--- src/hw/rtl/srrm_pkg.sv ---
// Shared types and codes for the suffix rank / range-minimum block.
// No dependencies; every other file of the block imports this package.
package srrm_pkg;

    // Width of one input symbol.
    localparam int SYM_W = 32;
    // Width of positions and bounds on the ports.
    localparam int POS_W = 11;

    // Input transaction payload.
    typedef struct packed {
        logic                    cmd;
        logic signed [SYM_W-1:0] symbol;
        logic                    last_symbol;
        logic [POS_W-1:0]        range_low;
        logic [POS_W-1:0]        range_high;
    } srrm_in_t;

    // Result transaction payload.
    typedef struct packed {
        logic [POS_W-1:0] start_position;
        logic             bad_query;
    } srrm_out_t;

    // Input command codes.
    localparam logic CMD_LOAD  = 1'b0;
    localparam logic CMD_QUERY = 1'b1;

    // Ordering rule applied by the shared compare unit.
    typedef enum logic [1:0] {
        CMP_SYMBOL,
        CMP_PAIR,
        CMP_NODE
    } cmp_op_t;

    // Sequencer states.
    typedef enum logic [3:0] {
        ST_IDLE,
        ST_SENTINEL,
        ST_KEY_RD,
        ST_KEY_LATCH,
        ST_SCAN,
        ST_RANK_WR,
        ST_LEAF_RD,
        ST_LEAF_WR,
        ST_NODE_RD,
        ST_NODE_WR,
        ST_Q_CHECK,
        ST_Q_STEP,
        ST_Q_MERGE_L,
        ST_Q_MERGE_R,
        ST_Q_DONE
    } state_t;

endpackage

--- src/hw/rtl/srrm_cmp.sv ---
// Shared compare unit: builds ordered keys for symbols, rank pairs or tree
// nodes and reports whether operand y orders strictly before operand x.
// Depends on srrm_pkg.
module srrm_cmp #(
    parameter int RW = 11
) (
    input  srrm_pkg::cmp_op_t         op,
    input  logic signed [31:0]        x_sym,
    input  logic [RW-1:0]             x_first,
    input  logic                      x_pres,
    input  logic [RW-1:0]             x_second,
    input  logic signed [31:0]        y_sym,
    input  logic [RW-1:0]             y_first,
    input  logic                      y_pres,
    input  logic [RW-1:0]             y_second,
    output logic                      y_less
);
    import srrm_pkg::*;

    localparam int KW = (2 * RW + 1 > 32) ? 2 * RW + 1 : 32;

    logic [KW-1:0] x_key;
    logic [KW-1:0] y_key;

    // Map each operand to an unsigned key; a missing second rank sorts first
    always_comb begin
        unique case (op)
            CMP_SYMBOL: begin
                x_key = KW'({~x_sym[31], x_sym[30:0]});
                y_key = KW'({~y_sym[31], y_sym[30:0]});
            end
            CMP_PAIR: begin
                x_key = KW'({x_first, x_pres, x_second});
                y_key = KW'({y_first, y_pres, y_second});
            end
            CMP_NODE: begin
                x_key = KW'({x_first, 1'b1, x_second});
                y_key = KW'({y_first, 1'b1, y_second});
            end
            default: begin
                x_key = '0;
                y_key = '0;
            end
        endcase
    end

    assign y_less = (y_key < x_key);

endmodule

--- config.mk ---
export PLATFORM = sky130hd
export DESIGN_NAME = srrm_cmp
export DESIGN_NICKNAME = d
export VERILOG_FILES = /design/src/hw/rtl/srrm_pkg.sv /design/src/hw/rtl/srrm_cmp.sv
export SDC_FILE = /design/constraint.sdc
export NUM_CORES = 1
export LEC_CHECK = 0
export ABC_AREA = 1
export BUFFER_PORTS_ARGS = -buffer_cell sky130_fd_sc_hd__buf_2
export CORE_MARGIN = 3
export CORE_UTILIZATION = 31
export DETAILED_ROUTE_END_ITERATION = 10
export GPL_ROUTABILITY_DRIVEN = 0
export PLACE_DENSITY = 0.72
export SLEW_MARGIN = 30
export SYNTH_ARGS = -nofsm -noshare
export SYNTH_HDL_FRONTEND = slang
export SYNTH_SLANG_ARGS = --single-unit
export TNS_END_PERCENT = 10
--- constraint.sdc ---
create_clock -name vclk -period 2.6
set_clock_uncertainty 0.1 [all_clocks]
set_input_delay 0.13 -clock vclk [all_inputs]
set_output_delay 0.13 -clock vclk [all_outputs]
set_load 0.03 [all_outputs]
==> results by group <==
Drt
  – DRC: 0
  – Pre-Repair DR Iteration Count: 4
  – Vias per cell: 4.93
  – Antenna Nets Post-Route: 0
  – DRT iter0 DRCs: 56
  – Routed WL per cell: 11.3 um
  – Vias post-DR: 1,715
  – Total Wirelength: 3920 um

Final layout
  – Share of post-route cells with drive strength above 1: 0.413
  – Synth-to-Final Area Change: 51.3%
  – Num sequential: 0
  – Most frequent cells in the layout: buf_2 (113), nand2_1 (35), ha_1 (31)
  – ANT cells: 0
  – Flip-flop and latch area: 0 sq um
  – Final nets: 445
  – Most common cell after layout, fill and taps aside: buf_2
  – Clock buffer cells: 0

Min path
  – HP Class: input pin to primary output

Synthesis
  – Cell Area, Synth: 1260 sq um
  – Synthesized instance count: 192
  – Sequential-to-total area share from yosys stat: 0
  – Distinct cells, synth: 25
  – Post-synth top area share: 0.307
  – Syn Area/Cell: 6.58 sq um
  – YS warnings: 0
  – Synth area leader: ha_1
  – Top area cells in the synthesized netlist: ha_1 (31%), a22o_1 (15%), a22oi_1 (12%)
  – Syn nets: 335

Global route
  – Global-route wire length before repair: 6530 um
  – Vias in the first global route: 1,649
  – Antenna violations before repair: 0
  – Grt ovf: 0
  – Largest net degree at the start of global routing: 39
  – Overall Global Routing Usage: 0.150

Critical path
  – Data required, critical path: 2.37 ns
  – CP Max Fanout: 13
  – Type of origin of the critical path: input pin
  – CP Cell Sequence: buf_2, inv_2, nand2_2, nand2_1, clkinv_1, buf_4, a22o_1, ha_1, a21oi_1, o21ai_0, nand3_1, a21oi_1, o21bai_1, nand2_1, a21oi_2, buf_2
  – Critical Setup Path Class: input pin to primary output
  – WP buf/inv: 5
  – CP endpoint kind: primary output
  – Crit-path slowest cell: ha_1
  – Largest stage delay on the critical path: 0.30 ns
  – CP delay by family, top: buffers and inverters
  – Crit path DAT: 2.16 ns

STA
  – RSZ-0062 raised after global routing: false
  – Setup TNS: 0 ns
  – Worst-Margin Slew: 0.371 ns
  – Post-route clock period utilization: 0.920
  – Min Clock Period, post-route: 2.39 ns
  – Final setup fails: 0
  – Relative slew slack: 0.746
  – Max Clk Rate: 418 MHz
  – Final hold vios: 0
  – Slew Limit Fails: 0
  – WHS: 0.785 ns

Power and ir drop
  – Power per cell area: 183 nW/um^2
  – Sw frac: 0.488
  – Clk pwr share: 0
  – VDD IR max: 0.0000793 V
  – Reg power frac: 0
  – Sw Pwr: 0.171 mW
  – Gate power share: 1.000
  – Int Power: 0.179 mW
  – Pwr Total: 0.350 mW
  – LEAKAGE: 1.14 nW

Status
  – Status: finished, final reports clean

Clock tree
  – Hold buffers post-CTS: 0
  – Post-CTS setup buffers: 0
  – Post-CTS Resized: 0

Die
  – Site row count: 22
  – Starting density of the core: 0.333
  – Die Ht: 69.8 um
  – Die width: 69.8 um
  – Top-level port count: 113
  – Core Area: 3800 sq um
  – DIE AREA: 4880 sq um

Place
  – Port buffer count: 113
  – HPWL Detailed: 3480 um

Run
  – Max-capacitance violation count: 0
## final timing paths
check             endpoint      start  slack, ns  cells after the start
setup / recovery    y_less      op[0]       0.21                     16
hold / removal      y_less  x_sym[31]       0.78                      7
## cell families after synthesis
group | count (synthesis) | synth area share
AOI/OAI and AO/OA | 66 | 0.382
adders and majority gates | 31 | 0.307
buffers and inverters | 29 | 0.0881
and+or+nand+nor | 66 | 0.223
## cell type report
cell class | count | area, sq um
tap | 48 | 60.1
timing repair buffer | 118 | 628
fill | 412 | 1890
multi-input combinational | 163 | 1150
inverter | 19 | 71.3
## layer usage
| layer | track usage | wire length [um] | share of wire |
|---|---|---|---|
| met5 | 0 | 0 | 0 |
| met4 | 0.00638 | 20 | 0.0051 |
| met3 | 0.0130 | 323 | 0.082 |
| met2 | 0.295 | 1940 | 0.49 |
| met1 | 0.181 | 1640 | 0.42 |
## synthesized netlist by cell type (all sizes together)
cell / instances
nand3: 6
a221oi: 1
a211oi: 1
a221o: 1
a2111oi: 1
clkinv: 1
a22oi: 21
o21ai: 4
or2: 1
a21oi: 15
nor4: 1
nand2: 36
ha: 31
clkbuf: 8
a22o: 21
inv: 18
buf: 2
nand4: 4
o21bai: 1
nor3: 1
nor2: 17
## power groups by stage
stage	Sequential, mW	Clock [mW]	Combinational (mW)
floorplan	0	0	0.212
global placement	0	0	0.347
detailed placement	0	0	0.354
CTS	0	0	0.356
global route	0	0	0.404
finish	0	0	0.350
## through the flow
step / worst slack [ns] / utilization / cells / cell area (sq um)
global placement: 0.223 / 0.503 / 348 / 1910
detailed placement: 0.204 / 0.503 / 348 / 1910
global route: 0.0218 / 0.503 / 348 / 1910
finish: 0.209 / 0.503 / 348 / 1910
CTS: 0.200 / 0.503 / 348 / 1910
floorplan: 0.490 / - / 192 / 1260
Note: power is estimated with default switching activity, not from simulation.
